**src/rtl/tc8_pkg.sv**
```systemverilog
// ----------------------------------------------------------------------------
// tc8_pkg
// Shared types, codes and the prescaler tap table for the 8-bit timer/counter.
// ----------------------------------------------------------------------------
package tc8_pkg;

  typedef enum logic [2:0] {
    KIND_TICK       = 3'd0,
    KIND_WR_COUNT   = 3'd1,
    KIND_RD_COUNT   = 3'd2,
    KIND_WR_COMPARE = 3'd3,
    KIND_FORCE      = 3'd4
  } kind_t;

  typedef enum logic [1:0] {
    WAVE_NORMAL = 2'd0,
    WAVE_CTC    = 2'd1,
    WAVE_PWM    = 2'd2
  } wave_t;

  typedef enum logic [1:0] {
    OUT_OFF    = 2'd0,
    OUT_TOGGLE = 2'd1,
    OUT_CLEAR  = 2'd2,
    OUT_SET    = 2'd3
  } out_mode_t;

  typedef enum logic [2:0] {
    REG_WAVE_MODE   = 3'd0,
    REG_OUTPUT_MODE = 3'd1,
    REG_CLOCK_SEL   = 3'd2,
    REG_OVF_IRQ_EN  = 3'd3,
    REG_CMP_IRQ_EN  = 3'd4
  } reg_index_t;

  localparam int PRESCALE_BITS = 10;
  localparam int CFG_DATA_BITS = 3;

  typedef struct packed {
    logic [1:0] wave_mode;
    logic [1:0] output_mode;
    logic [2:0] clock_select;
  } tc_cfg_t;

  typedef struct packed {
    logic [7:0] count;
    logic       pin;
    logic       ovf;
    logic       cmp;
  } tc_res_t;

  // low prescaler bits that must all be ones for a timer clock
  function automatic logic [PRESCALE_BITS-1:0] div_mask(input logic [2:0] sel);
    logic [PRESCALE_BITS-1:0] m;
    case (sel)
      3'd2:    m = 10'd7;
      3'd3:    m = 10'd63;
      3'd4:    m = 10'd255;
      3'd5:    m = 10'd1023;
      default: m = '0;
    endcase
    return m;
  endfunction

endpackage

```
**src/rtl/tc8_core.sv**
```systemverilog
// ----------------------------------------------------------------------------
// tc8_core
// Timer state (counter, prescaler, compare registers, pin) and its step logic.
// ----------------------------------------------------------------------------
module tc8_core #(
  parameter int COUNTER_BITS = 8
) (
  input  logic             clk,
  input  logic             rst,
  input  logic             step,
  input  logic [2:0]       kind,
  input  logic [7:0]       value,
  input  tc8_pkg::tc_cfg_t cfg,
  input  logic             sync_compare,
  output tc8_pkg::tc_res_t res
);
  import tc8_pkg::*;

  logic [COUNTER_BITS-1:0]  counter, counter_next;
  logic [PRESCALE_BITS-1:0] prescale_count, prescale_count_next;
  logic [7:0]               compare_active, compare_active_next;
  logic [7:0]               compare_buffer, compare_buffer_next;
  logic                     pin_level, pin_level_next;
  logic                     match_blocked, match_blocked_next;

  logic                     pwm, ctc, running, tclk, match, ovf, cmp;
  logic [PRESCALE_BITS-1:0] mask;

  function automatic logic match_pin(input logic is_pwm, input logic [1:0] mode,
                                     input logic pin);
    logic p;
    p = pin;
    case (mode)
      OUT_TOGGLE: p = is_pwm ? pin : ~pin;
      OUT_CLEAR:  p = 1'b0;
      OUT_SET:    p = 1'b1;
      default:    p = pin;
    endcase
    return p;
  endfunction

  assign pwm     = (cfg.wave_mode == WAVE_PWM);
  assign ctc     = (cfg.wave_mode == WAVE_CTC);
  assign running = (cfg.clock_select >= 3'd1) && (cfg.clock_select <= 3'd5);
  assign mask    = div_mask(cfg.clock_select);
  assign tclk    = running && ((prescale_count & mask) == mask);
  assign match   = (counter == COUNTER_BITS'(compare_active)) && !match_blocked;

  always_comb begin
    counter_next        = counter;
    prescale_count_next = prescale_count;
    compare_active_next = compare_active;
    compare_buffer_next = compare_buffer;
    pin_level_next      = pin_level;
    match_blocked_next  = match_blocked;
    ovf                 = 1'b0;
    cmp                 = 1'b0;
    if (sync_compare) begin
      compare_active_next = compare_buffer;
    end
    if (step) begin
      case (kind)
        KIND_TICK: begin
          prescale_count_next = prescale_count + 1'b1;
          if (tclk) begin
            match_blocked_next = 1'b0;
            if (match) begin
              cmp            = 1'b1;
              pin_level_next = match_pin(pwm, cfg.output_mode, pin_level);
            end
            if (ctc && match) begin
              counter_next = '0;
            end else if (&counter) begin
              counter_next = '0;
              ovf          = 1'b1;
              if (pwm) begin
                // bottom action lands after the match action
                if (cfg.output_mode == OUT_CLEAR) pin_level_next = 1'b1;
                else if (cfg.output_mode == OUT_SET) pin_level_next = 1'b0;
                compare_active_next = compare_buffer;
              end
            end else begin
              counter_next = counter + 1'b1;
            end
          end
        end
        KIND_WR_COUNT: begin
          counter_next       = COUNTER_BITS'(value);
          match_blocked_next = 1'b1;
        end
        KIND_WR_COMPARE: begin
          compare_buffer_next = value;
          if (!pwm) compare_active_next = value;
        end
        KIND_FORCE: begin
          if (!pwm) pin_level_next = match_pin(1'b0, cfg.output_mode, pin_level);
        end
        default: begin
        end
      endcase
    end
  end

  always_ff @(posedge clk) begin
    if (rst) begin
      counter        <= '0;
      prescale_count <= '0;
      compare_active <= '0;
      compare_buffer <= '0;
      pin_level      <= 1'b0;
      match_blocked  <= 1'b0;
    end else begin
      counter        <= counter_next;
      prescale_count <= prescale_count_next;
      compare_active <= compare_active_next;
      compare_buffer <= compare_buffer_next;
      pin_level      <= pin_level_next;
      match_blocked  <= match_blocked_next;
    end
  end

  assign res.count = counter_next[7:0];
  assign res.pin   = pin_level_next;
  assign res.ovf   = ovf;
  assign res.cmp   = cmp;

endmodule

```
**src/rtl/timer_counter_8bit_pwm.sv**
```systemverilog
// ----------------------------------------------------------------------------
// timer_counter_8bit_pwm
// 8-bit timer/counter: prescaler, normal / CTC / fast PWM, compare pin, irqs.
// ----------------------------------------------------------------------------
//  channel | direction | handshake          | word
//  --------+-----------+--------------------+-------------------------------
//  in      | to block  | in_valid/in_stall  | kind, value
//  out     | from block| out_valid/out_stall| count, compare_pin, events, irqs
//  config  | to block  | wr_en              | wr_index, wr_data
//
//  One word per cycle unless held by out_stall; input, then result register.
//  The word is applied to the timer state as it moves from the input register
//  to the result register. in_stall rises only when both registers hold words
//  and out_stall is high. Reset (rst, synchronous) clears the timer, the
//  config registers and both valid flags.
// ----------------------------------------------------------------------------
module timer_counter_8bit_pwm #(
  parameter int COUNTER_BITS = 8
) (
  input  logic       clk,
  input  logic       rst,
  input  logic       in_valid,
  output logic       in_stall,
  input  logic [2:0] kind,
  input  logic [7:0] value,
  output logic       out_valid,
  input  logic       out_stall,
  output logic [7:0] count,
  output logic       compare_pin,
  output logic       overflow_event,
  output logic       compare_event,
  output logic       overflow_irq,
  output logic       compare_irq,
  input  logic       wr_en,
  input  logic [2:0] wr_index,
  input  logic [tc8_pkg::CFG_DATA_BITS-1:0] wr_data
);
  import tc8_pkg::*;

  tc_cfg_t    cfg;
  logic       ovf_irq_en, cmp_irq_en;
  logic       sync_compare;

  logic       item_valid;
  logic [2:0] item_kind;
  logic [7:0] item_value;
  logic       advance, step;
  tc_res_t    res;

  // config registers
  always_ff @(posedge clk) begin
    if (rst) begin
      cfg        <= '0;
      ovf_irq_en <= 1'b0;
      cmp_irq_en <= 1'b0;
    end else if (wr_en) begin
      case (wr_index)
        REG_WAVE_MODE:   cfg.wave_mode    <= wr_data[1:0];
        REG_OUTPUT_MODE: cfg.output_mode  <= wr_data[1:0];
        REG_CLOCK_SEL:   cfg.clock_select <= wr_data;
        REG_OVF_IRQ_EN:  ovf_irq_en       <= wr_data[0];
        REG_CMP_IRQ_EN:  cmp_irq_en       <= wr_data[0];
        default: begin
        end
      endcase
    end
  end

  // leaving PWM (or rewriting a non-PWM mode) pulls the buffered compare in
  assign sync_compare = wr_en && (wr_index == REG_WAVE_MODE) && (wr_data[1:0] != WAVE_PWM);

  assign advance  = !out_valid || !out_stall;
  assign step     = item_valid && advance;
  assign in_stall = item_valid && !advance;

  // input register
  always_ff @(posedge clk) begin
    if (rst) begin
      item_valid <= 1'b0;
    end else if (!in_stall) begin
      item_valid <= in_valid;
    end
  end

  always_ff @(posedge clk) begin
    if (in_valid && !in_stall) begin
      item_kind  <= kind;
      item_value <= value;
    end
  end

  tc8_core #(
    .COUNTER_BITS(COUNTER_BITS)
  ) u_core (
    .clk          (clk),
    .rst          (rst),
    .step         (step),
    .kind         (item_kind),
    .value        (item_value),
    .cfg          (cfg),
    .sync_compare (sync_compare),
    .res          (res)
  );

  // result register
  always_ff @(posedge clk) begin
    if (rst) begin
      out_valid <= 1'b0;
    end else if (advance) begin
      out_valid <= item_valid;
    end
  end

  always_ff @(posedge clk) begin
    if (step) begin
      count          <= res.count;
      compare_pin    <= res.pin;
      overflow_event <= res.ovf;
      compare_event  <= res.cmp;
      overflow_irq   <= res.ovf & ovf_irq_en;
      compare_irq    <= res.cmp & cmp_irq_en;
    end
  end

  a_ovf_irq_gated: assert property (@(posedge clk) disable iff (rst)
    (out_valid && overflow_irq) |-> overflow_event)
    else $error("overflow irq without overflow event");

  a_cmp_irq_gated: assert property (@(posedge clk) disable iff (rst)
    (out_valid && compare_irq) |-> compare_event)
    else $error("compare irq without compare event");

  a_ovf_wraps: assert property (@(posedge clk) disable iff (rst)
    (out_valid && overflow_event) |-> (count == 8'd0))
    else $error("overflow reported with nonzero count");

  a_stall_cause: assert property (@(posedge clk) disable iff (rst)
    in_stall |-> (item_valid && out_valid && out_stall))
    else $error("input stalled while pipeline can move");

endmodule
```
**config.mk**
```make
export PLATFORM = sky130hd
export DESIGN_NAME = timer_counter_8bit_pwm
export DESIGN_NICKNAME = d
export VERILOG_FILES = /design/src/rtl/tc8_pkg.sv /design/src/rtl/tc8_core.sv /design/src/rtl/timer_counter_8bit_pwm.sv
export SDC_FILE = /design/constraint.sdc
export NUM_CORES = 1
export LEC_CHECK = 0
export ABC_CLOCK_PERIOD_IN_PS = 3700
export BUFFER_PORTS_ARGS = -buffer_cell sky130_fd_sc_hd__buf_4
export CAP_MARGIN = 15
export CORE_ASPECT_RATIO = 0.5
export CORE_MARGIN = 4
export CORE_UTILIZATION = 30
export CTS_CLUSTER_DIAMETER = 200
export CTS_CLUSTER_SIZE = 28
export DETAILED_ROUTE_END_ITERATION = 8
export PLACE_DENSITY = 0.56
export SYNTH_ARGS = -nofsm -noshare
export SYNTH_HDL_FRONTEND = slang
export SYNTH_HIERARCHICAL = 1
export SYNTH_SLANG_ARGS = --single-unit
```
**constraint.sdc**
```tcl
create_clock -name clk -period 3.7 [get_ports clk]
set_input_delay 0.185 -clock clk [delete_from_list [all_inputs] [get_ports clk]]
set_output_delay 0.185 -clock clk [all_outputs]
set_load 0.02 [all_outputs]
```
# [Word level (Yosys, flattened, before mapping)]
# Cells that the tools add are included.
[word_totals] elab_cells=114 input_bits=22 out_inout_bits=15 regBits=71
[op_classes] muxes=38 n_eq_ne=20 reduce_logical=27 bitwise_logic=4 addsub=2 magnitude_cmp=2
[ops] operator="$mux W8" count=11
[ops] operator="$pmux W10 S4" count=1
[ops] operator="$pmux W8 S2" count=2
[ops] operator="$mux W1" count=20
[ops] operator="$eq A3 B2 Y1 const B" count=5
[ops] operator="$reduce_and A2 Y1" count=7
[ops] operator="$eq A3 B3 Y1 const B" count=4
[ops] operator="$add A10 B1 Y10 const B" count=1
[ops] operator="$and A10 B10 Y10" count=1
[ops] operator="$eq A10 B10 Y1" count=1
[ops] operator="$logic_and A1 B1 Y1" count=9
[ops] operator="$add A8 B1 Y8 const B" count=1
[ops] operator="$eq A8 B8 Y1" count=1
[ops] operator="$reduce_and A8 Y1" count=1
[ops] operator="$eq A2 B2 Y1 const B" count=3
[ops] operator="$eq A3 B1 Y1 const B" count=2
[ops] operator="$logic_not A3 Y1" count=2
[ops] operator="$pmux W1 S3" count=2
[ops] operator="$logic_not A1 Y1" count=5
[ops] operator="$eq A2 B1 Y1 const B" count=2
[ops] operator="$pmux W1 S2" count=2
[ops] operator="$ge A3 B1 Y1 const B" count=1
[ops] operator="$le A3 B3 Y1 const B" count=1
[ops] operator="$reduce_and A3 Y1" count=1
[ops] operator="other kinds (6)" count=7

# [Logic depth before layout (Yosys ltp)]
[depth] ltp_word=12 mapped_depth=8 ltp_nobuf=7

# [Modules after synthesis]
# The synthesis kept the hierarchy.
[modules_own_cells] mod="tc8_core" cells_per_inst=312 instances=1 seq_area_each_um2=720.7 area_per_inst_um2=2448.6
[modules_own_cells] mod="timer_counter_8bit_pwm" cells_per_inst=74 instances=1 seq_area_each_um2=940.9 area_per_inst_um2=1224.9

# [Least setup slack after synthesis]
# Ideal clock, no wire load.
[synth_path] kind="reg2reg" start="reg out_valid" end="reg count[0] (data pin)" path_slack_ps=642 arrival_ps=2779 setup_time_ps=279 path_stages_with_launch=7 path_buffers=0 required_ps=3421 synth_period_minus_slack_ps=3058 cell_sequence="dfxtp_1 > a21boi_0 > nand2_2 > nor2_1 > nand2_1 > o311ai_0 > nand3_1"
[synth_lines] element="start, declared" line="timer_counter_8bit_pwm.sv:26" text="output logic out_valid,"
[synth_lines] element="start signal, assigned" line="timer_counter_8bit_pwm.sv:110" text="out_valid <= item_valid;"
[synth_lines] element="end signal, assigned" line="timer_counter_8bit_pwm.sv:116" text="count <= res.count;"
[synth_lines] element="end, declared" line="timer_counter_8bit_pwm.sv:28" text="output logic [7:0] count,"

==> results by stage <==
Status:
- The run finished with clean final reports.

Global routing:
- After global routing the overflow that remains totals 0.
- The number of antenna violations at the first check in global routing came to 0.
- The global-route wire length before repair is 14900 um.
- Entering global routing, the biggest net connects 54 pins.
- The number of global-route vias before repair is 2809.
- The all-layer global routing usage is 0.1340.

Timing:
- The remaining max-slew budget at the tightest pin is 0.3781.
- Adding up every negative setup slack in the final design gives 0 ns.
- The post-route worst hold slack is 0.02674 ns.
- For this run, the top clock speed supported by timing is 0.3785 GHz.
- In the finished design, the share of the clock period the worst path needs comes to 0.7141.
- Setup repair after global routing left no endpoint under its margin.
- Across the routed clock network, the largest skew measured is 0.006151 ns.
- The number of endpoints failing setup at the final stage is 0.
- The max-slew violation count is 0.
- The hold violation total from the final report is 0.
- The post-route minimum period is 2.642 ns.
- The slew at the pin closest to its max-slew limit is 0.9294 ns.

Cells and area:
- The post-layout net count is 442.
- The ratio of cells with drive above 1 in the final layout is 0.2033.
- Compared with the post-synthesis result, the final layout area differs by 19.41%.
- The post-layout instance area is 0.004387 sq mm.
- The repair_antennas step left the layout with diodes totalling 0.
- For this run, the share of the core covered by cells in the final layout is 0.3694.

Detailed routing:
- For this run, the detailed router's first-pass iteration total came to 5.
- The average via count per standard cell is 5.168.
- In the final routed layout, each cell accounts on average for 15.58 um.
- The routed layout has 3039 vias.
- The DRC violations left is 0.
- The iteration-0 DRC count of the detailed router is 253.
- The final wirelength is 9163 um.
- In this run the remaining antenna-violating nets after routing total 0.

Floorplanning:
- Pin placement for this block handled 37 I/O pins.
- The core box area is 0.01188 sq mm.
- The effective utilization at floorplan is 0.3093.
- The count of standard-cell rows is 28.
- The vertical die dimension is 86.25 um.
- The horizontal die dimension is 164.5 um.
- The die area is 0.01419 sq mm.

Clocking:
- The number of cells upsized or downsized after cts is 0.
- The number of CTS-inserted buffers is 9.
- Hold repair after CTS inserted 0 buffers.
- The clock root buffer is sky130_fd_sc_hd__clkbuf_16.
- The clock-pin slew reported for the worst setup and hold paths after clock tree synthesis is 0.06 ns.
- The tree built by TritonCTS fans out to 71 sinks.
- The clock network latency to the later pin of the worst-skew pair is 0.33 ns.
- The level count of the clock H-tree is 3.
- The number of setup buffers added after CTS is 0.
- The clock passes through at most 2 buffers.
- TritonCTS built the clock tree.

Setup path:
- Traced cell by cell, the critical path runs through a21boi_2 -> nor3b_1 -> nand2_1 -> nor4_1 -> and2_1.
- The longest individual stage delay on the worst path is 0.77 ns.
- The highest-delay cell along the critical path is sky130_fd_sc_hd__nor3b_1.
- The critical path capture point type is a flip-flop.
- The arrival time at the worst endpoint is 2.84 ns.
- The data required time at the worst endpoint is 3.90 ns.
- Of all nets on the critical path, the largest fanout is 7.
- The worst setup path is launched from a flip-flop.
- The setup path with the least slack is of type reg2reg.

Synth:
- Counting instances in the post-synthesis netlist gives the leading cell types as 47 x sky130_fd_sc_hd__dfxtp_1, 45 x sky130_fd_sc_hd__nand2_1, 28 x sky130_fd_sc_hd__nand3_1, 28 x sky130_fd_sc_hd__nor2_1, 24 x sky130_fd_sc_hd__edfxtp_1.
- Of the total synthesized cell area, the portion taken by AND, OR, NAND and NOR gates is 0.2476.
- The cell with the most instances after synthesis is sky130_fd_sc_hd__dfxtp_1.
- For this run, the register share of the synthesized area comes to 0.4523.
- The cell count after synthesis came out at 386.
- The share of the synthesized area in compound gates (AO/OA/AOI/OAI) is 0.1645.
- The synthesized design spends more area on one cell type than any other, namely sky130_fd_sc_hd__dfxtp_1.
- In this run the cell area of the synthesized design comes to 0.003674 sq mm.
- The net count after synthesis is 410.
- The synthesized netlist contains 63 unique library cells.
- The adder-cell share of the synthesized area is 0.006812.
- Yosys mapped a number of flops with a built-in enable equal to 24.
- The leading register cell type out of synthesis is sky130_fd_sc_hd__dfxtp_1.
- Measured against the total synthesized area, the mux share comes to 0.04905.
- By area the synthesized netlist is led by sky130_fd_sc_hd__dfxtp_1 26%, sky130_fd_sc_hd__edfxtp_1 20%, sky130_fd_sc_hd__nand2_1 4.6%.
- After synthesis, the share of flip-flops with an asynchronous set or reset is 0.
- The parity-gate share of the synthesized area counting xor and xnor cells is 0.04053.
- The share of the synthesized area in the top cell type is 0.2561.
- The largest family of logic cells by synthesized area is simple AND/OR/NAND/NOR gates.
- For this run, the number of Yosys warnings is 6.
- A synthesized cell averages 9.517 sq um.
- The synthesized design contains 71 register bits.

Power and ir drop:
- The static leakage power is 1.642 nW.
- After layout, the design draws a total of 1.921 mW.
- IR analysis of the VDD net gives a maximum drop of 0.0002289 V.
- Dividing total power by cell area gives a power density of 437.9 mW/mm^2.

Placement:
- Once placement finished, the instance area stood at 0.004063 sq mm.
- The final HPWL from detailed placement is 6624 um.
- The global placer's final weighted congestion is 0.8875.
- The number of buffers inserted by port buffering is 36.

Run:
- Max-cap violations in this run came to 0.

Min path:
- The path type of the worst min-delay path is in2reg.
## metrics by stage
step	setup WS, ns	instances
4_1_cts	1.123	588
5_1_grt	0.8209	588
3_3_place_gp	1.064	572
3_5_place_dp	1.141	572
2_1_floorplan	0.6418	386
6_report	1.058	588
## critical path, delay by kind of cell, from the launching register on
family	cells	cell delay [ns]
flip-flops	1	0.35
AND/OR/NAND/NOR	4	1.93
AO/OA/AOI/OAI	1	0.22
## cell usage in the layout, fill, tap and decap left out, types with 3 or more instances in the layout
| cell type | instances |
|---|---|
| sky130_fd_sc_hd__o311ai_0 | 3 |
| sky130_fd_sc_hd__a211oi_1 | 6 |
| sky130_fd_sc_hd__nor2_1 | 28 |
| sky130_fd_sc_hd__o211ai_1 | 10 |
| sky130_fd_sc_hd__a31oi_1 | 8 |
| sky130_fd_sc_hd__nand2b_1 | 14 |
| sky130_fd_sc_hd__clkbuf_16 | 9 |
| sky130_fd_sc_hd__inv_1 | 8 |
| sky130_fd_sc_hd__nand2_1 | 45 |
| sky130_fd_sc_hd__a21oi_1 | 21 |
| sky130_fd_sc_hd__xor2_1 | 16 |
| sky130_fd_sc_hd__edfxtp_1 | 24 |
| sky130_fd_sc_hd__and3_1 | 3 |
| sky130_fd_sc_hd__buf_4 | 39 |
| sky130_fd_sc_hd__a22oi_1 | 8 |
| sky130_fd_sc_hd__o21ai_0 | 12 |
| sky130_fd_sc_hd__dfxtp_1 | 47 |
| sky130_fd_sc_hd__nor4_1 | 3 |
| sky130_fd_sc_hd__mux2i_1 | 9 |
| sky130_fd_sc_hd__mux2_2 | 8 |
| sky130_fd_sc_hd__nand4_1 | 7 |
| sky130_fd_sc_hd__or2_2 | 7 |
| sky130_fd_sc_hd__nand3_1 | 28 |
| sky130_fd_sc_hd__nor3_1 | 9 |
## state kept, by name, indices dropped and copies added (netlist names)
register	flops
u_core/match_blocked	1
out_valid	1
u_core/compare_active	8
cmp_irq_en	1
u_core/prescale_count	10
compare_pin	1
item_kind	3
cfg	7
overflow_event	1
overflow_irq	1
item_value	8
u_core/compare_buffer	8
u_core/counter	8
ovf_irq_en	1
compare_event	1
u_core/pin_level	1
compare_irq	1
item_valid	1
count	8
## power by group
group	switching, mW	internal, mW	leakage (nW)
clock network	0.321	0.609	0.152
registers	0.0237	0.830	0.609
logic	0.0806	0.0573	0.881
total	0.425	1.50	1.64
## routing by layer
layer,vias up,track usage,wire length [um]
li1,1494,-,-
met1,1419,0.2001,4557
met4,0,0.04453,152
met2,111,0.1812,3642
met3,15,0.04181,811
met5,-,0,0
## layout make-up
| class | instances | area, sq um |
|---|---|---|
| Timing Repair Buffer | 39 | 292.8 |
| Clock buffer | 11 | 242.7 |
| Sequential cell | 71 | 1662 |
| Tap cell | 165 | 206.4 |
| Fill cell | 1201 | 7490 |
| Clock inverter | 5 | 81.33 |
| Inverter | 8 | 30.03 |
| Multi-Input combinational cell | 289 | 1872 |
## cell families after synthesis
| family | count (synthesis) |
|---|---|
| and+or+nand+nor | 169 |
| AOI/OAI and AO/OA | 84 |
| DFF | 71 |
| adders and majority gates | 2 |
| muxes | 17 |
| buffers and inverters | 26 |
| xor gates and xnor gates | 17 |
## worst paths after layout
kind,start,end,slack (ns),depth (start not counted)
setup / recovery,item_valid$_SDFFE_PP0N_,overflow_irq$_DFFE_PP_,1.06,5
hold / removal,value[7],item_value[7]$_DFFE_PP_,0.03,1
hold reg to reg,ovf_irq_en$_SDFFE_PP0P_,ovf_irq_en$_SDFFE_PP0P_,0.47,2
setup reg to reg,item_valid$_SDFFE_PP0N_,overflow_irq$_DFFE_PP_,1.06,5
Power figures use the tool's default switching activity.
